===== src/hdl/stok_pkg.sv =====
// ----------------------------------------------------------------------------
// stok_pkg
// Shared types, token codes and keyword tables for the source tokenizer.
// ----------------------------------------------------------------------------
package stok_pkg;

    localparam int unsigned MAX_WORD_LEN   = 255;
    localparam int unsigned MAX_STRING_LEN = 1023;
    localparam int unsigned CNT_W          = 10;
    localparam int unsigned RQ_DEPTH       = 4;
    localparam int unsigned RQ_PTR_W       = $clog2(RQ_DEPTH);
    localparam int unsigned RQ_CNT_W       = $clog2(RQ_DEPTH + 1);

    localparam logic [4:0] K_EOF     = 5'd0;
    localparam logic [4:0] K_KEYWORD = 5'd1;
    localparam logic [4:0] K_ID      = 5'd2;
    localparam logic [4:0] K_INT     = 5'd3;
    localparam logic [4:0] K_STRING  = 5'd4;
    localparam logic [4:0] K_AT      = 5'd5;
    localparam logic [4:0] K_COLONEQ = 5'd6;
    localparam logic [4:0] K_COLON   = 5'd7;
    localparam logic [4:0] K_LARROW  = 5'd8;
    localparam logic [4:0] K_LTE     = 5'd9;
    localparam logic [4:0] K_LT      = 5'd10;
    localparam logic [4:0] K_ARROW   = 5'd11;
    localparam logic [4:0] K_MINUS   = 5'd12;
    localparam logic [4:0] K_EQ      = 5'd13;
    localparam logic [4:0] K_NEQ     = 5'd14;
    localparam logic [4:0] K_DOT     = 5'd15;
    localparam logic [4:0] K_LPAREN  = 5'd16;
    localparam logic [4:0] K_RPAREN  = 5'd17;
    localparam logic [4:0] K_LBRACE  = 5'd18;
    localparam logic [4:0] K_RBRACE  = 5'd19;
    localparam logic [4:0] K_LBRACK  = 5'd20;
    localparam logic [4:0] K_RBRACK  = 5'd21;
    localparam logic [4:0] K_COMMA   = 5'd22;
    localparam logic [4:0] K_BAR     = 5'd23;
    localparam logic [4:0] K_PLUS    = 5'd24;
    localparam logic [4:0] K_STAR    = 5'd25;
    localparam logic [4:0] K_SLASH   = 5'd26;
    localparam logic [4:0] K_GTE     = 5'd27;
    localparam logic [4:0] K_GT      = 5'd28;

    localparam logic [3:0] KW_EQ_INDEX = 4'd8;

    localparam logic [0:7][0:4][7:0] KW_TEXT = {
        {"def", 16'h0}, {"data", 8'h0}, {"var", 16'h0}, {"if", 24'h0},
        {"then", 8'h0}, {"else", 8'h0}, "match", {"with", 8'h0}
    };
    localparam logic [0:7][2:0] KW_LEN = {
        3'd3, 3'd4, 3'd3, 3'd2, 3'd4, 3'd4, 3'd5, 3'd4
    };

    typedef struct packed {
        logic [7:0] ch;
        logic       end_of_text;
    } item_t;

    typedef struct packed {
        logic             is_value_char;
        logic [7:0]       value_char;
        logic [4:0]       token_kind;
        logic [3:0]       keyword_index;
        logic [CNT_W-1:0] token_length;
        logic             lex_error;
    } result_t;

    typedef struct packed {
        logic    v0;
        logic    v1;
        result_t r0;
        result_t r1;
    } res_pair_t;

    typedef struct packed {
        logic       hit;
        logic [3:0] index;
    } kw_hit_t;

    function automatic kw_hit_t kw_lookup(input logic [0:4][7:0] prefix,
                                          input logic [CNT_W-1:0] len);
        kw_hit_t res;
        logic    m;
        res = '0;
        for (int k = 7; k >= 0; k--)
        begin
            m = (len == {{(CNT_W-3){1'b0}}, KW_LEN[k]});
            for (int i = 0; i < 5; i++)
            begin
                if (i < int'(KW_LEN[k]) && prefix[i] != KW_TEXT[k][i])
                begin
                    m = 1'b0;
                end
            end
            if (m)
            begin
                res.hit   = 1'b1;
                res.index = 4'(k);
            end
        end
        return res;
    endfunction

    function automatic logic [4:0] single_kind(input logic [7:0] c);
        logic [4:0] k;
        unique case (c)
            8'h2E:   k = K_DOT;
            8'h28:   k = K_LPAREN;
            8'h29:   k = K_RPAREN;
            8'h7B:   k = K_LBRACE;
            8'h7D:   k = K_RBRACE;
            8'h5B:   k = K_LBRACK;
            8'h5D:   k = K_RBRACK;
            8'h2C:   k = K_COMMA;
            8'h7C:   k = K_BAR;
            8'h2B:   k = K_PLUS;
            8'h2A:   k = K_STAR;
            8'h2F:   k = K_SLASH;
            default: k = K_EOF;
        endcase
        return k;
    endfunction

endpackage


===== src/hdl/stok_if.sv =====
// ----------------------------------------------------------------------------
// stok_if
// Valid/ready channels for source characters and token results.
// ----------------------------------------------------------------------------
interface stok_char_if;
    logic       valid;
    logic       ready;
    logic [7:0] ch;
    logic       end_of_text;

    modport source(output valid, ch, end_of_text, input ready);
    modport sink(input valid, ch, end_of_text, output ready);
endinterface

interface stok_tok_if;
    logic       valid;
    logic       ready;
    logic       is_value_char;
    logic [7:0] value_char;
    logic [4:0] token_kind;
    logic [3:0] keyword_index;
    logic [9:0] token_length;
    logic       lex_error;

    modport source(output valid, is_value_char, value_char, token_kind,
                   keyword_index, token_length, lex_error, input ready);
    modport sink(input valid, is_value_char, value_char, token_kind,
                 keyword_index, token_length, lex_error, output ready);
endinterface


===== src/hdl/stok_step.sv =====
// ----------------------------------------------------------------------------
// stok_step
// Scan mode machine: consumes one character and yields up to two words.
// ----------------------------------------------------------------------------
module stok_step
    import stok_pkg::*;
(
    input  logic      clk,
    input  logic      rst_n,
    input  logic      fire,
    input  item_t     item,
    output res_pair_t res
);

    localparam logic [3:0] M_IDLE    = 4'd0;
    localparam logic [3:0] M_COMMENT = 4'd1;
    localparam logic [3:0] M_WORD    = 4'd2;
    localparam logic [3:0] M_NUMBER  = 4'd3;
    localparam logic [3:0] M_STRING  = 4'd4;
    localparam logic [3:0] M_COLON   = 4'd5;
    localparam logic [3:0] M_LT      = 4'd6;
    localparam logic [3:0] M_MINUS   = 4'd7;
    localparam logic [3:0] M_EQ      = 4'd8;
    localparam logic [3:0] M_BANG    = 4'd9;
    localparam logic [3:0] M_GT      = 4'd10;

    logic [3:0]       mode_reg, mode_next;
    logic [CNT_W-1:0] count_reg, count_next;
    logic             halt_reg, halt_next;
    logic [0:4][7:0]  prefix_reg;

    logic             pw_en;
    logic [2:0]       pw_idx;

    logic             b_v, b_err, b_pw;
    result_t          b_r;
    logic [3:0]       b_mode;
    logic [CNT_W-1:0] b_count;

    logic             pre_v, sec_v, use_b, err;
    result_t          pre, sec, close_r, flush_r;
    logic [4:0]       two, sk;
    kw_hit_t          kw;
    logic [7:0]       c;
    logic             c_alpha, c_digit, c_space;

    function automatic result_t mk_val(input logic [7:0] v);
        result_t r;
        r = '0;
        r.is_value_char = 1'b1;
        r.value_char    = v;
        return r;
    endfunction

    function automatic result_t mk_tok(input logic [4:0] kind, input logic [3:0] kwi,
                                       input logic [CNT_W-1:0] len);
        result_t r;
        r = '0;
        r.token_kind    = kind;
        r.keyword_index = kwi;
        r.token_length  = len;
        return r;
    endfunction

    function automatic result_t mk_err();
        result_t r;
        r = '0;
        r.lex_error = 1'b1;
        return r;
    endfunction

    assign c       = item.ch;
    assign c_alpha = (c >= "a" && c <= "z") || (c >= "A" && c <= "Z");
    assign c_digit = (c >= "0" && c <= "9");
    assign c_space = (c == " ") || (c >= 8'd9 && c <= 8'd13);
    assign sk      = single_kind(c);
    assign kw      = kw_lookup(prefix_reg, count_reg);
    assign close_r = kw.hit ? mk_tok(K_KEYWORD, kw.index, count_reg)
                            : mk_tok(K_ID, 4'd0, count_reg);

    always_comb
    begin
        unique case (mode_reg)
            M_COLON: flush_r = mk_tok(K_COLON, 4'd0, '0);
            M_LT:    flush_r = mk_tok(K_LT, 4'd0, '0);
            M_MINUS: flush_r = mk_tok(K_MINUS, 4'd0, '0);
            M_EQ:    flush_r = mk_tok(K_KEYWORD, KW_EQ_INDEX, '0);
            M_GT:    flush_r = mk_tok(K_GT, 4'd0, '0);
            default: flush_r = mk_err();
        endcase
    end

    always_comb
    begin
        two = K_EOF;
        unique case (mode_reg)
            M_COLON: if (c == "=") two = K_COLONEQ;
            M_LT:
            begin
                if (c == "-")
                begin
                    two = K_LARROW;
                end
                else if (c == "=")
                begin
                    two = K_LTE;
                end
            end
            M_MINUS: if (c == ">") two = K_ARROW;
            M_EQ:    if (c == "=") two = K_EQ;
            M_BANG:  if (c == "=") two = K_NEQ;
            M_GT:    if (c == "=") two = K_GTE;
            default: two = K_EOF;
        endcase
    end

    // A character seen between tokens.
    always_comb
    begin
        b_v     = 1'b0;
        b_r     = '0;
        b_mode  = M_IDLE;
        b_count = '0;
        b_err   = 1'b0;
        b_pw    = 1'b0;
        priority if (c_space)
        begin
            b_mode = M_IDLE;
        end
        else if (c == ";")
        begin
            b_mode = M_COMMENT;
        end
        else if (c_alpha || c == "_")
        begin
            b_mode  = M_WORD;
            b_count = CNT_W'(1);
            b_v     = 1'b1;
            b_r     = mk_val(c);
            b_pw    = 1'b1;
        end
        else if (c_digit)
        begin
            b_mode  = M_NUMBER;
            b_count = CNT_W'(1);
            b_v     = 1'b1;
            b_r     = mk_val(c);
        end
        else if (c == "\"")
        begin
            b_mode = M_STRING;
        end
        else if (c == "@")
        begin
            b_v = 1'b1;
            b_r = mk_tok(K_AT, 4'd0, '0);
        end
        else if (c == ":")
        begin
            b_mode = M_COLON;
        end
        else if (c == "<")
        begin
            b_mode = M_LT;
        end
        else if (c == "-")
        begin
            b_mode = M_MINUS;
        end
        else if (c == "=")
        begin
            b_mode = M_EQ;
        end
        else if (c == "!")
        begin
            b_mode = M_BANG;
        end
        else if (c == ">")
        begin
            b_mode = M_GT;
        end
        else if (sk != K_EOF)
        begin
            b_v = 1'b1;
            b_r = mk_tok(sk, 4'd0, '0);
        end
        else
        begin
            b_v   = 1'b1;
            b_r   = mk_err();
            b_err = 1'b1;
        end
    end

    always_comb
    begin
        pre_v      = 1'b0;
        pre        = '0;
        sec_v      = 1'b0;
        sec        = '0;
        use_b      = 1'b0;
        err        = 1'b0;
        mode_next  = mode_reg;
        count_next = count_reg;
        halt_next  = halt_reg;
        pw_en      = 1'b0;
        pw_idx     = count_reg[2:0];

        if (item.end_of_text)
        begin
            if (!halt_reg)
            begin
                unique case (mode_reg)
                    M_WORD:
                    begin
                        pre_v = 1'b1;
                        pre   = close_r;
                    end
                    M_NUMBER:
                    begin
                        pre_v = 1'b1;
                        pre   = mk_tok(K_INT, 4'd0, count_reg);
                    end
                    M_STRING:
                    begin
                        pre_v = 1'b1;
                        pre   = mk_tok(K_STRING, 4'd0, count_reg);
                    end
                    M_COLON, M_LT, M_MINUS, M_EQ, M_BANG, M_GT:
                    begin
                        pre_v = 1'b1;
                        pre   = flush_r;
                    end
                    default:
                    begin
                        pre_v = 1'b0;
                    end
                endcase
            end
            sec_v      = 1'b1;
            sec        = mk_tok(K_EOF, 4'd0, '0);
            mode_next  = M_IDLE;
            count_next = '0;
            halt_next  = 1'b0;
        end
        else if (!halt_reg)
        begin
            unique case (mode_reg)
                M_IDLE:
                begin
                    use_b = 1'b1;
                end
                M_COMMENT:
                begin
                    if (c == 8'h0A)
                    begin
                        mode_next = M_IDLE;
                    end
                end
                M_STRING:
                begin
                    if (c == "\"")
                    begin
                        pre_v      = 1'b1;
                        pre        = mk_tok(K_STRING, 4'd0, count_reg);
                        mode_next  = M_IDLE;
                        count_next = '0;
                    end
                    else if (count_reg >= CNT_W'(MAX_STRING_LEN))
                    begin
                        err = 1'b1;
                    end
                    else
                    begin
                        pre_v      = 1'b1;
                        pre        = mk_val(c);
                        count_next = count_reg + CNT_W'(1);
                    end
                end
                M_WORD, M_NUMBER:
                begin
                    if (c_digit || (mode_reg == M_WORD && (c_alpha || c == "_")))
                    begin
                        if (count_reg >= CNT_W'(MAX_WORD_LEN))
                        begin
                            err = 1'b1;
                        end
                        else
                        begin
                            pre_v      = 1'b1;
                            pre        = mk_val(c);
                            count_next = count_reg + CNT_W'(1);
                            pw_en      = (mode_reg == M_WORD) && (count_reg < CNT_W'(5));
                        end
                    end
                    else
                    begin
                        pre_v = 1'b1;
                        pre   = (mode_reg == M_WORD) ? close_r
                                                     : mk_tok(K_INT, 4'd0, count_reg);
                        use_b = 1'b1;
                    end
                end
                M_COLON, M_LT, M_MINUS, M_EQ, M_BANG, M_GT:
                begin
                    if (two != K_EOF)
                    begin
                        pre_v     = 1'b1;
                        pre       = mk_tok(two, 4'd0, '0);
                        mode_next = M_IDLE;
                    end
                    else if (mode_reg == M_BANG)
                    begin
                        err = 1'b1;
                    end
                    else
                    begin
                        pre_v = 1'b1;
                        pre   = flush_r;
                        use_b = 1'b1;
                    end
                end
                default:
                begin
                    mode_next = M_IDLE;
                end
            endcase

            if (err)
            begin
                pre_v      = 1'b1;
                pre        = mk_err();
                halt_next  = 1'b1;
                mode_next  = M_IDLE;
                count_next = '0;
            end

            if (use_b)
            begin
                sec_v      = b_v;
                sec        = b_r;
                mode_next  = b_mode;
                count_next = b_count;
                halt_next  = b_err;
                if (b_pw)
                begin
                    pw_en  = 1'b1;
                    pw_idx = 3'd0;
                end
            end
        end

        res.v0 = pre_v | sec_v;
        res.r0 = pre_v ? pre : sec;
        res.v1 = pre_v & sec_v;
        res.r1 = sec;
        if (!fire)
        begin
            res.v0 = 1'b0;
            res.v1 = 1'b0;
        end
    end

    always_ff @(posedge clk or negedge rst_n)
    begin
        if (!rst_n)
        begin
            mode_reg  <= M_IDLE;
            count_reg <= '0;
            halt_reg  <= 1'b0;
        end
        else if (fire)
        begin
            mode_reg  <= mode_next;
            count_reg <= count_next;
            halt_reg  <= halt_next;
        end
    end

    always_ff @(posedge clk)
    begin
        if (fire && pw_en)
        begin
            prefix_reg[pw_idx] <= c;
        end
    end

endmodule


===== src/hdl/stok_rq.sv =====
// ----------------------------------------------------------------------------
// stok_rq
// Small result queue that takes up to two words per cycle and gives one.
// ----------------------------------------------------------------------------
module stok_rq
    import stok_pkg::*;
(
    input  logic      clk,
    input  logic      rst_n,
    input  res_pair_t push,
    input  logic      pop,
    output result_t   head,
    output logic      not_empty,
    output logic      room
);

    result_t               mem [RQ_DEPTH];
    logic [RQ_PTR_W-1:0]   wr_ptr_reg, rd_ptr_reg;
    logic [RQ_CNT_W-1:0]   cnt_reg;
    logic [1:0]            n_push;

    assign n_push    = {1'b0, push.v0} + {1'b0, push.v1};
    assign not_empty = (cnt_reg != '0);
    assign room      = (cnt_reg <= RQ_CNT_W'(RQ_DEPTH - 2));
    assign head      = mem[rd_ptr_reg];

    always_ff @(posedge clk)
    begin
        if (push.v0)
        begin
            mem[wr_ptr_reg] <= push.r0;
        end
        if (push.v1)
        begin
            mem[wr_ptr_reg + RQ_PTR_W'(1)] <= push.r1;
        end
    end

    always_ff @(posedge clk or negedge rst_n)
    begin
        if (!rst_n)
        begin
            wr_ptr_reg <= '0;
            rd_ptr_reg <= '0;
            cnt_reg    <= '0;
        end
        else
        begin
            wr_ptr_reg <= wr_ptr_reg + RQ_PTR_W'(n_push);
            if (pop)
            begin
                rd_ptr_reg <= rd_ptr_reg + RQ_PTR_W'(1);
            end
            cnt_reg <= cnt_reg + RQ_CNT_W'(n_push) - RQ_CNT_W'(pop);
        end
    end

endmodule


===== src/hdl/source_tokenizer.sv =====
// ----------------------------------------------------------------------------
// source_tokenizer
// Character-serial tokenizer with keyword recognition and operator lookahead.
// ----------------------------------------------------------------------------
// One source character is taken per cycle while the result queue has room.
// A character is held in an input register, then the scan mode machine
// turns it combinationally into zero, one or two words and writes them into
// a four-word result queue, whose head is offered on the output. The rate is
// one character per cycle as long as each character yields at most one word
// and the output does not stall; characters that yield two words are limited
// by the queue's single read port to one word per cycle. After an error no
// words come out until the end-of-text word, which always ends in K_EOF.
// ----------------------------------------------------------------------------
module source_tokenizer
    import stok_pkg::*;
(
    input logic         clk,
    input logic         rst_n,
    stok_char_if.sink   char_in,
    stok_tok_if.source  tok_out
);

    item_t     item_reg;
    logic      item_vld_reg;
    logic      fire, room, not_empty;
    res_pair_t res;
    result_t   head;

    assign fire          = item_vld_reg && room;
    assign char_in.ready = !item_vld_reg || fire;

    always_ff @(posedge clk or negedge rst_n)
    begin
        if (!rst_n)
        begin
            item_vld_reg <= 1'b0;
        end
        else if (char_in.ready)
        begin
            item_vld_reg <= char_in.valid;
        end
    end

    always_ff @(posedge clk)
    begin
        if (char_in.valid && char_in.ready)
        begin
            item_reg <= '{ch: char_in.ch, end_of_text: char_in.end_of_text};
        end
    end

    stok_step u_step (
        .clk   (clk),
        .rst_n (rst_n),
        .fire  (fire),
        .item  (item_reg),
        .res   (res)
    );

    stok_rq u_rq (
        .clk       (clk),
        .rst_n     (rst_n),
        .push      (res),
        .pop       (tok_out.valid && tok_out.ready),
        .head      (head),
        .not_empty (not_empty),
        .room      (room)
    );

    assign tok_out.valid         = not_empty;
    assign tok_out.is_value_char = head.is_value_char;
    assign tok_out.value_char    = head.value_char;
    assign tok_out.token_kind    = head.token_kind;
    assign tok_out.keyword_index = head.keyword_index;
    assign tok_out.token_length  = head.token_length;
    assign tok_out.lex_error     = head.lex_error;

endmodule

===== src/flat_wrapper.sv =====
// flat-port wrapper written by rule: the top's interface ports become plain ports
module source_tokenizer_flat import stok_pkg::*;
  (clk, rst_n, char_in_valid, char_in_ch, char_in_end_of_text, char_in_ready, tok_out_valid, tok_out_is_value_char, tok_out_value_char, tok_out_token_kind, tok_out_keyword_index, tok_out_token_length, tok_out_lex_error, tok_out_ready);
  stok_char_if char_in_i ();
  stok_tok_if tok_out_i ();
  input logic clk;
  input logic rst_n;
  input wire logic [$bits(char_in_i.valid)-1:0] char_in_valid;
  input wire logic [$bits(char_in_i.ch)-1:0] char_in_ch;
  input wire logic [$bits(char_in_i.end_of_text)-1:0] char_in_end_of_text;
  output wire logic [$bits(char_in_i.ready)-1:0] char_in_ready;
  output wire logic [$bits(tok_out_i.valid)-1:0] tok_out_valid;
  output wire logic [$bits(tok_out_i.is_value_char)-1:0] tok_out_is_value_char;
  output wire logic [$bits(tok_out_i.value_char)-1:0] tok_out_value_char;
  output wire logic [$bits(tok_out_i.token_kind)-1:0] tok_out_token_kind;
  output wire logic [$bits(tok_out_i.keyword_index)-1:0] tok_out_keyword_index;
  output wire logic [$bits(tok_out_i.token_length)-1:0] tok_out_token_length;
  output wire logic [$bits(tok_out_i.lex_error)-1:0] tok_out_lex_error;
  input wire logic [$bits(tok_out_i.ready)-1:0] tok_out_ready;
  assign char_in_i.valid = char_in_valid;
  assign char_in_i.ch = char_in_ch;
  assign char_in_i.end_of_text = char_in_end_of_text;
  assign char_in_ready = char_in_i.ready;
  assign tok_out_valid = tok_out_i.valid;
  assign tok_out_is_value_char = tok_out_i.is_value_char;
  assign tok_out_value_char = tok_out_i.value_char;
  assign tok_out_token_kind = tok_out_i.token_kind;
  assign tok_out_keyword_index = tok_out_i.keyword_index;
  assign tok_out_token_length = tok_out_i.token_length;
  assign tok_out_lex_error = tok_out_i.lex_error;
  assign tok_out_i.ready = tok_out_ready;
  source_tokenizer u_core (.clk(clk), .rst_n(rst_n), .char_in(char_in_i), .tok_out(tok_out_i));
endmodule

===== config.mk =====
export PLATFORM = sky130hd
export DESIGN_NAME = source_tokenizer_flat
export DESIGN_NICKNAME = d
export VERILOG_FILES = /design/src/hdl/stok_pkg.sv /design/src/hdl/stok_if.sv /design/src/hdl/stok_step.sv /design/src/hdl/stok_rq.sv /design/src/hdl/source_tokenizer.sv /design/src/flat_wrapper.sv
export SDC_FILE = /design/constraint.sdc
export NUM_CORES = 1
export LEC_CHECK = 0
export BUFFER_PORTS_ARGS = -buffer_cell sky130_fd_sc_hd__buf_4
export CORE_MARGIN = 5
export CORE_UTILIZATION = 40
export CTS_CLUSTER_DIAMETER = 50
export DETAILED_ROUTE_END_ITERATION = 12
export PLACE_DENSITY = 0.64
export SYNTH_ARGS = -nofsm -noshare
export SYNTH_HDL_FRONTEND = slang
export SYNTH_HIERARCHICAL = 1
export SYNTH_SLANG_ARGS = --single-unit

===== constraint.sdc =====
create_clock -name clk -period 12 [get_ports clk]
set_input_delay 1.2 -clock clk [delete_from_list [all_inputs] [get_ports clk]]
set_output_delay 1.2 -clock clk [all_outputs]
set_load 0.01 [all_outputs]

Word-level counts from Yosys, hierarchy flattened
Memory sizes are Yosys's and may differ from the RTL's.
Cells that the tools add are included.
Widths: inputs -> output; s select.

word-level totals
  RAM bits = 116
  bits in registers = 72
  logic and storage cells = 328
  input bits = 13
  memories kept = 1

cells by class
  add/sub/neg operators = 7
  magnitude comparators = 14
  mux-type cells = 191
  reductions and logical operators = 28
  eq/ne operators = 70
  bitwise gates (word level) = 3

memories
  name             words  bits a word  read ports  clocked after Yosys merged registers in  write ports  line           RTL
  u_core.u_rq.mem  4      29           1           0                                        2            stok_rq.sv:17  result_t mem [RQ_DEPTH];

operator list
  cell                 count
  $mux 29              18
  $ne 8x7->1 const B   24
  $mux 20              9
  $eq 8x6->1 const B   16
  $pmux 29 s4          1
  $mux 1               102
  $pmux 20 s5          1
  $mux 4               24
  $pmux 29 s3          1
  $mux 10              8
  $pmux 5 s12          1
  $eq 8x7->1 const B   7
  $mux 5               9
  $bwmux 40            1
  $mux 17              2
  $pmux 5 s6           1
  $ne 5x4->1 const B   5
  $demux 8 s3          1
  $eq 10x2->1 const B  2
  $eq 10x3->1 const B  2
  $pmux 10 s2          1
  $eq 4x3->1 const B   4
  $ge 8x7->1 const B   2
  $le 8x7->1 const B   2
  42 further kinds     69

Logic depth before layout (Yosys ltp)
Gate-level depths: netlist of the first run.

  depth after elaboration = 21
  gate-level depth with buffers = 18
  gate-level depth less buffers = 16

Cells and area by module
Netlist of the first run, hierarchy kept.

by module, submodules not included
  module            cells each  instances  area each (um^2)
  stok_rq           319         1          5975.7
  stok_step         510         1          4460.5
  source_tokenizer  15          1          336.6

Worst setup path after synthesis of the first run
Ideal clock, no wire load.

  kind = register -> register
  start = reg u_core/item_reg[4] (netlist name)
  end = mem u_core/u_rq/mem[2][0] (netlist name) (enable)
  setup slack = 7.138 ns
  arrival time = 4.406 ns
  stages on the path, launching flop included = 12
  path buffers = 2
  cells stage by stage = edfxtp_1 -> buf_6 -> or4_4 -> a21oi_4 -> o21ai_2 -> o21ai_4 -> a21o_1 -> buf_4 -> a31oi_1 -> a21oi_1 -> nand2b_1 -> o21ai_0

RTL lines
  item                    line                    RTL
  start, declared         source_tokenizer.sv:23  item_t item_reg;
  start signal, assigned  source_tokenizer.sv:48  item_reg <= '{ch: char_in.ch, end_of_text: char_in.end_of_text};
  end, declared           stok_rq.sv:17

==> summary.txt, run 1 <==
Outcome
  • Status: finished, final reports clean

Power
  • Switching power: 0.791 mW
  • Power share of the clock group: 24.0%
  • Peak supply drop: approximately 140 uV
  • Reg power frac: around two fifths
  • Pleak: between 4 and 5 nW
  • Logic gate share of total power: about 35%
  • PwrDens: about 190 mW/mm^2
  • Sw Ratio: a little over a third
  • Internal: around 1.5 mW

Hold path
  • Hold path cells: 1
  • Worst Hold Class: flop to flop

Clock network
  • Clock Path Buffers: 2
  • Setup bufs post-CTS: 0
  • Clock sinks: roughly 190
  • Root Buffer: clkbuf_16
  • CTS H-tree depth: 4
  • Post-CTS Hold Fix Bufs: 0
  • CTS tree: done
  • Num CTS Buffers: 17
  • Post-CTS Resized: 0
  • Clk slew on worst S/H paths: about 0.07 ns
  • Clock Latency Late Sink: 0.44 ns

Critical path
  • CP Launch Type: flop
  • Crit Path Category: flop to flop
  • Worst path required time: 12.32 ns
  • Crit path from: u_core/item_reg[2]
  • R2R Path Start: u_core/item_reg[2]
  • Crit end category: flop
  • Arr. time, crit path: 4.88 ns
  • Reg2reg end: u_core/u_rq/cnt_reg[2]
  • Worst reg-to-reg setup slack: approximately 7.4 ns
  • Critical Path Sink: u_core/u_rq/cnt_reg[2]
  • Reg2reg path depth: 16
  • Critical path peak fanout: 28

Global route
  • Tot GR Track Use: between 10% and 20%
  • Total gr overflow: 0
  • Initial antenna violation count: 0
  • First-pass GRT wire length: roughly 42000 um
  • Vias in the first global route: 7188
  • Pin count of the biggest net entering global routing: 31

Logic synthesis
  • Post-synth EDFFs: about 170
  • FF+latch count, synth: about 190
  • Syn_area_per_cell: 12.8 um^2
  • Synth Flop Type: edfxtp_1
  • Post-Synthesis Cells: ~840
  • Register area share after synthesis: between 50% and 60%
  • Syn Std Cell Area: about 0.011 mm^2
  • Yosys warning count: 6
  • Post-synth cell types: between 80 and 90
  • Ys async rst share: around an eighth

Detailed routing
  • Post-Route WL: approximately 27000 um
  • Drt pass-1 iters: 6
  • Drt drc: 0
  • Avg WL per Cell: approximately 22 um
  • Total number of vias: around 7.3k
  • Post-DR vias/cell: between 5 and 6
  • Iteration-0 DRC Markers: ~840
  • ANT nets after route: 0

STA
  • Slew headroom: 28.8%
  • Period utilization: between 30% and 40%
  • Min Clock Period, post-route: ~4.6 ns
  • Unrepaired setup endpoints after global routing: false
  • Final setup violation count: 0
  • Worst-margin pin slew: around 1.1 ns
  • Max Clock Freq: about 220 MHz
  • Final setup margin: 7.44 ns
  • Slew Limit Fails: 0
  • Sum of negative setup slack: 0 ns
  • Clock Skews: approximately 0.014 ns
  • Hold Vio Cnt, Final: 0

Final layout
  • Number of fill cells: approximately 2.4k
  • # diodes: 0
  • Max reg flops: approximately 120
  • Final Instance Area: about 0.012 mm^2
  • Layout cells sized above 1: 29.7%
  • Layout area overhead: 10.4%
  • Nets: 897
  • Commonest non-fill, non-tap cell in the layout: edfxtp_1
  • Commonest cells after routing, fill and taps aside: 165 x edfxtp_1, 117 x mux2_2, 55 x buf_4

Placement
  • Place WS: around 7.5 ns
  • Post-DP HPWL: between 15000 and 20000 um
  • GPL Wtd Cong: 0.949
  • Area after DPL: around 0.011 mm^2
  • IO Port Bufs: 43

Floorplan
  • Area of the core: 0.0267 mm^2
  • DIE AREA: 0.0303 mm^2
  • Die height: roughly 170 um
  • Starting Density: about two fifths
  • Rows: 60
  • I/O pins: 44
  • Die X: 174 um

Flow run
  • Max-cap violations: 0
## layout make-up
cell class	instances	area [um^2]	area share [%]
clock buffers	18	429	3.61
multi-input cells	586	4870	41.0
flip-flops and latches	188	5530	46.5
repair buffers	55	413	3.47
clock inverters	14	129	1.08
inverters	25	93.8	0.789
well taps	341	427	3.59
## cells by family after synthesis
logic type / Yosys count / synth area share (%)
muxes: 149 / 18.6
buffers and inverters: 84 / 4.29
DFF: 188 / 51.3
xor gates and xnor gates: 9 / 0.732
adders and majority gates: 11 / 1.35
other: 1 / 0.0348
and+or+nand+nor: 269 / 14.7
AOI/OAI and AO/OA: 133 / 8.99
## power groups by stage
stage	registers [mW]	clock network, mW	logic [mW]
after global routing	0.950	0.584	0.848
after detailed placement	0.951	0	0.788
final	0.936	0.543	0.783
after floorplan	0.908	0	0.545
after global placement	0.946	0	0.783
after CTS	0.937	0.553	0.791
## synth_stat cells (all sizes together), types with 4 or more instances
| library cell | number | area share (%) |
|---|---|---|
| nor4b | 6 | 0.77 |
| xnor2 | 7 | 0.57 |
| o221ai | 8 | 0.65 |
| nand3b | 12 | 0.84 |
| o211ai | 6 | 0.59 |
| nor4 | 11 | 0.64 |
| nor2 | 45 | 1.6 |
| nor3 | 25 | 1.3 |
| inv | 24 | 0.84 |
| a32o | 4 | 0.37 |
| edfxtp | 165 | 46 |
| nand4 | 10 | 0.58 |
| nor4bb | 5 | 0.46 |
| and2 | 12 | 0.72 |
| and3 | 15 | 0.87 |
| mux2 | 117 | 12 |
| ha | 10 | 1.2 |
| mux4 | 29 | 6.1 |
| or3 | 14 | 0.86 |
| nor3b | 6 | 0.46 |
| a21oi | 27 | 1.5 |
| a31oi | 6 | 0.35 |
| o21ai | 33 | 1.7 |
| nand2 | 46 | 1.6 |
| nand3 | 22 | 1.0 |
| nand4b | 4 | 0.33 |
| clkbuf | 9 | 0.31 |
| buf | 50 | 3.1 |
| nand2b | 14 | 0.88 |
| dfrtp | 23 | 5.3 |
| o21a | 4 | 0.28 |
| nor2b | 5 | 0.29 |
| o22ai | 7 | 0.41 |
| o31ai | 8 | 0.56 |
## per-stage QoR
step,util [%],std cells,hold WS (ns),total power [mW]
after floorplan,-,858,0.462,1.45
after global placement,42.4,1195,0.463,1.73
after detailed placement,42.4,1195,0.477,1.74
after CTS,44.5,1227,0.491,2.28
after global routing,44.5,1227,0.516,2.38
final,44.5,1227,0.487,2.26
## per-layer routing
layer	part of all wire (%)	global-route usage [%]
met2	46	27.2
met5	0	0
met1	47	26.0
met4	1.7	5.31
met3	5.5	3.20
## worst min path at each step
stage,start,to
6_report,u_core/u_rq/rd_ptr_reg[1],u_core/u_rq/rd_ptr_reg[1]
5_1_grt,u_core/u_rq/rd_ptr_reg[1],u_core/u_rq/rd_ptr_reg[1]
4_1_cts,u_core/u_rq/rd_ptr_reg[1],u_core/u_rq/rd_ptr_reg[1]
3_5_place_dp,u_core/u_rq/rd_ptr_reg[1],u_core/u_rq/rd_ptr_reg[1]
3_3_place_gp,u_core/u_rq/rd_ptr_reg[1],u_core/u_rq/rd_ptr_reg[1]
2_1_floorplan,u_core/u_rq/cnt_reg[2],u_core/u_rq/cnt_reg[2]
## worst max-delay path, cell delays in order (launching register included)
cell and delay (ns):
edfxtp_1 0.94, nor2_1 0.22, o21ai_0 0.47, o21ai_2 0.24, o21ai_4 0.24, a21o_1 0.29
a31oi_1 0.20, nor2_1 0.35, ha_1 0.32, inv_1 0.07, ha_1 0.22, inv_1 0.05
ha_1 0.13, inv_1 0.04, fa_1 0.36, xor2_1 0.16, xnor2_1 0.12
Note: power is estimated with default switching activity, not from simulation.
==> inputs of run 2 (changes only) <==
--- a/config.mk
+++ b/config.mk
@@ -10,7 +10,7 @@
 export CORE_UTILIZATION = 40
 export CTS_CLUSTER_DIAMETER = 50
 export DETAILED_ROUTE_END_ITERATION = 12
-export PLACE_DENSITY = 0.64
+export PLACE_DENSITY = 0.66
 export SYNTH_ARGS = -nofsm -noshare
 export SYNTH_HDL_FRONTEND = slang
 export SYNTH_HIERARCHICAL = 1
==> constraint.sdc (replaced) <==
create_clock -name clk -period 3.8 [get_ports clk]
set_input_delay 0.38 -clock clk [delete_from_list [all_inputs] [get_ports clk]]
set_output_delay 0.38 -clock clk [all_outputs]
set_load 0.01 [all_outputs]
==> run 2 against run 1 <==
Total power increased to 3.3 times the previous value. Clock-buffer cell count decreased by 1. Die area unchanged. Sequential share of layout area decreased by 1.9 points. Design area increased by 4.2%. Cell count increased by 3.7%. Global-route usage increased by 0.078 points. Clock skew increased by 0.0042 ns. First-iteration DRC count decreased by 9.4%. Critical endpoint unchanged. Highest routed layer unchanged.
==> summary.txt, run 2 (synthesis gave the netlist of run 1 again) <==
Clock network
  • Root Buffer: clkbuf_16 (unchanged)
  • Clock Path Buffers: 2 (unchanged)
  • Clock Latency Late Sink: 0.44 ns (about the same)
  • CTS H-tree depth: 4 (unchanged)
  • Clock sinks: 188 (unchanged)
  • Num CTS Buffers: 17 (unchanged)
  • CTS tree: done (unchanged)
  • Clk slew on worst S/H paths: 0.07 ns (about the same)

Final layout
  • Final Instance Area: 0.0124 mm^2 (was 0.0119 mm^2)
  • Nets: 942 (was 897)
  • Layout cells sized above 1: 33.4% (was 29.7%)
  • Layout area overhead: 15.1% (was 10.4%)
  • # diodes: 0 (unchanged)
  • Post-route insts no fill: 1272 (was 1227)
  • Commonest cells after routing, fill and taps aside: 165 x edfxtp_1, 117 x mux2_2, 92 x buf_4 (was 165 x edfxtp_1, 117 x mux2_2, 55 x buf_4)
  • Max reg flops: 116 (unchanged)
  • Number of fill cells: 2425 (was 2408)
  • Commonest non-fill, non-tap cell in the layout: edfxtp_1 (unchanged)

Power
  • Peak supply drop: 387 uV (was 137 uV)
  • Pwr Total: 7.43 mW (was 2.26 mW)
  • PwrDens: 600 mW/mm^2 (was 190 mW/mm^2)
  • Pleak: 4.51 nW (was 4.22 nW)

Floorplan
  • Die height: 174 um (unchanged)
  • DIE AREA: 0.0303 mm^2 (unchanged)
  • Starting Density: 40.3% (unchanged)
  • Die X: 174 um (unchanged)
  • Rows: 60 (unchanged)
  • Area of the core: 0.0267 mm^2 (unchanged)
  • I/O pins: 44 (unchanged)

Detailed routing
  • Post-Route WL: 27000 um (was 26800 um)
  • ANT nets after route: 0 (unchanged)
  • Drt drc: 0 (unchanged)
  • Post-DR vias/cell: 5.85 (was 5.92)
  • Iteration-0 DRC Markers: 759 (was 838)
  • Total number of vias: 7435 (was 7263)
  • Drt pass-1 iters: 5 (was 6)
  • Avg WL per Cell: 21.2 um (was 21.9 um)

Critical path
  • Critical path peak fanout: 5 (was 28)
  • Crit Path Category: flop to flop (unchanged)
  • Delay-heaviest family, CP: compound AO/OA/AOI/OAI gates (unchanged)
  • CP bufs+invs: 3 (unchanged)
  • Crit path max-delay cell type: or4_4 (was edfxtp_1)
  • Arr. time, crit path: 3.90 ns (was 4.88 ns)
  • Worst path required time: 4.12 ns (was 12.32 ns)
  • CP Launch Type: flop (unchanged)
  • Peak per-stage delay on the critical path: 0.58 ns (was 0.94 ns)
  • Crit end category: flop (unchanged)
  • Crit-path cells: or4_4 -> a21oi_4 -> o21ai_2 -> o21ai_4 -> a21o_1 -> a31oi_2 -> a21oi_2 -> ha_1 -> inv_1 -> ha_1 -> inv_1 -> ha_1 -> inv_1 -> fa_1 -> xor2_1 -> xnor2_1 (was nor2_1 -> o21ai_0 -> o21ai_2 -> o21ai_4 -> a21o_1 -> a31oi_1 -> nor2_1 -> ha_1 -> inv_1 -> ha_1 -> inv_1 -> ha_1 -> inv_1 -> fa_1 -> xor2_1 -> xnor2_1)

Global route
  • Tot GR Track Use: 17.9% (was 17.8%)
  • Total gr overflow: 0 (unchanged)
  • Vias in the first global route: 7318 (was 7188)
  • Initial antenna violation count: 0 (unchanged)
  • Pin count of the biggest net entering global routing: 31 (unchanged)
  • First-pass GRT wire length: 42500 um (was 42300 um)

Placement
  • Post-DP HPWL: 19100 um (was 17900 um)
  • Area after DPL: 0.0117 mm^2 (was 0.0113 mm^2)
  • Cells after DPL: 1238 (was 1195)
  • IO Port Bufs: 43 (unchanged)
  • Place WS: 0.156 ns (was 7.49 ns)
  • GPL Wtd Cong: 0.975 (was 0.949)

STA
  • Period utilization: 94.1% (was 38.0%)
  • Clock Skews: 0.0180 ns (was 0.0138 ns)
  • Final setup margin: 0.223 ns (was 7.44 ns)
  • Final setup violation count: 0 (unchanged)
  • Min Clock Period, post-route: 3.58 ns (was 4.56 ns)
  • Slew headroom: 42.1% (was 28.8%)
  • Slew Limit Fails: 0 (unchanged)
  • Worst-margin pin slew: 0.862 ns (was 1.07 ns)
  • Hold Vio Cnt, Final: 0 (unchanged)
  • Max Clock Freq: 280 MHz (was 219 MHz)
  • Hold_ws: 0.122 ns (was 0.487 ns)

Flow run
  • Max-cap violations: 0 (unchanged)

Hold path
  • Worst Hold Class: input port to flop (was flop to flop)

Outcome
  • Status: finished, final reports clean (unchanged)
-- run 2: cell types whose count changed in the layout (fill, tap and decap cells not counted), moves of 2 or more --
| cell | previous run | this run |
|---|---|---|
| clkinv_4 | 4 | 1 |
| buf_12 | 0 | 7 |
| clkinvlp_4 | 3 | 1 |
| buf_4 | 55 | 92 |
| clkinv_8 | 0 | 4 |
-- run 2: metal layers --
layer,up-vias,global-route usage [%],wire length [um]
li1,3431,-,-
met1,3703,25.6,12300
met2,269,28.2,12900
met3,32,2.70,1420
met4,0,5.31,445
met5,-,0,0
-- run 2: final timing paths --
path / from / to / slack, ns / depth (start not counted)
worst max register to register: u_core/item_reg[4] / u_core/u_rq/cnt_reg[2] / 0.22 / 16
worst min register to register: u_core/u_rq/rd_ptr_reg[1] / u_core/u_rq/rd_ptr_reg[1] / 0.48 / 1
min in group asynchronous: rst_n / u_core/u_rq/cnt_reg[0] / 0.39 / 2
worst min-delay path: char_in_end_of_text / u_core/item_reg[0] / 0.12 / 1
max in group asynchronous: rst_n / u_core/u_step/mode_reg[0] / 3.13 / 2
worst max-delay path: u_core/item_reg[4] / u_core/u_rq/cnt_reg[2] / 0.22 / 16
-- run 2: timing repair --
| item | 4_1_cts | 5_1_grt |
|---|---|---|
| gates resized for setup | 0 | 3 |
| setup buffers | 0 | 1 |
| endpoints found under the setup margin | 0 | 1 |
| hold endpoints to repair | 23 | 0 |
| hold buffers | 1 | 0 |
-- run 2: through the flow --
step,TNS [ns],utilization [%]
final,0,46.4
after global routing,-0.0137,46.4
after CTS,0,46.3
after detailed placement,0,43.9
after global placement,0,43.9
after floorplan,-24.22,-
-- run 2: worst register-to-register path: cells and delay by family (launching register included) --
kind            cells  cell delay, ns
flops               1            0.42
buf+inv             3            0.15
compound gates      6            1.03
simple gates        1            0.58
fa+ha+maj           4            0.98
xor+xnor            2            0.28
-- run 2: layout make-up --
| cell class | instances | area (um^2) | area share [%] |
|---|---|---|---|
| inverter | 25 | 93.8 | 0.757 |
| tap | 341 | 427 | 3.44 |
| clock inverter | 15 | 195 | 1.57 |
| multi-input combinational | 586 | 4880 | 39.4 |
| sequential | 188 | 5530 | 44.6 |
| timing repair buffer | 100 | 841 | 6.78 |
| clock buffer | 17 | 425 | 3.43 |
-- run 2: report_power, final --
part           internal, mW  switching [mW]
sequential             2.70           0.243
combinational          1.22            1.42
clock                 0.957           0.887
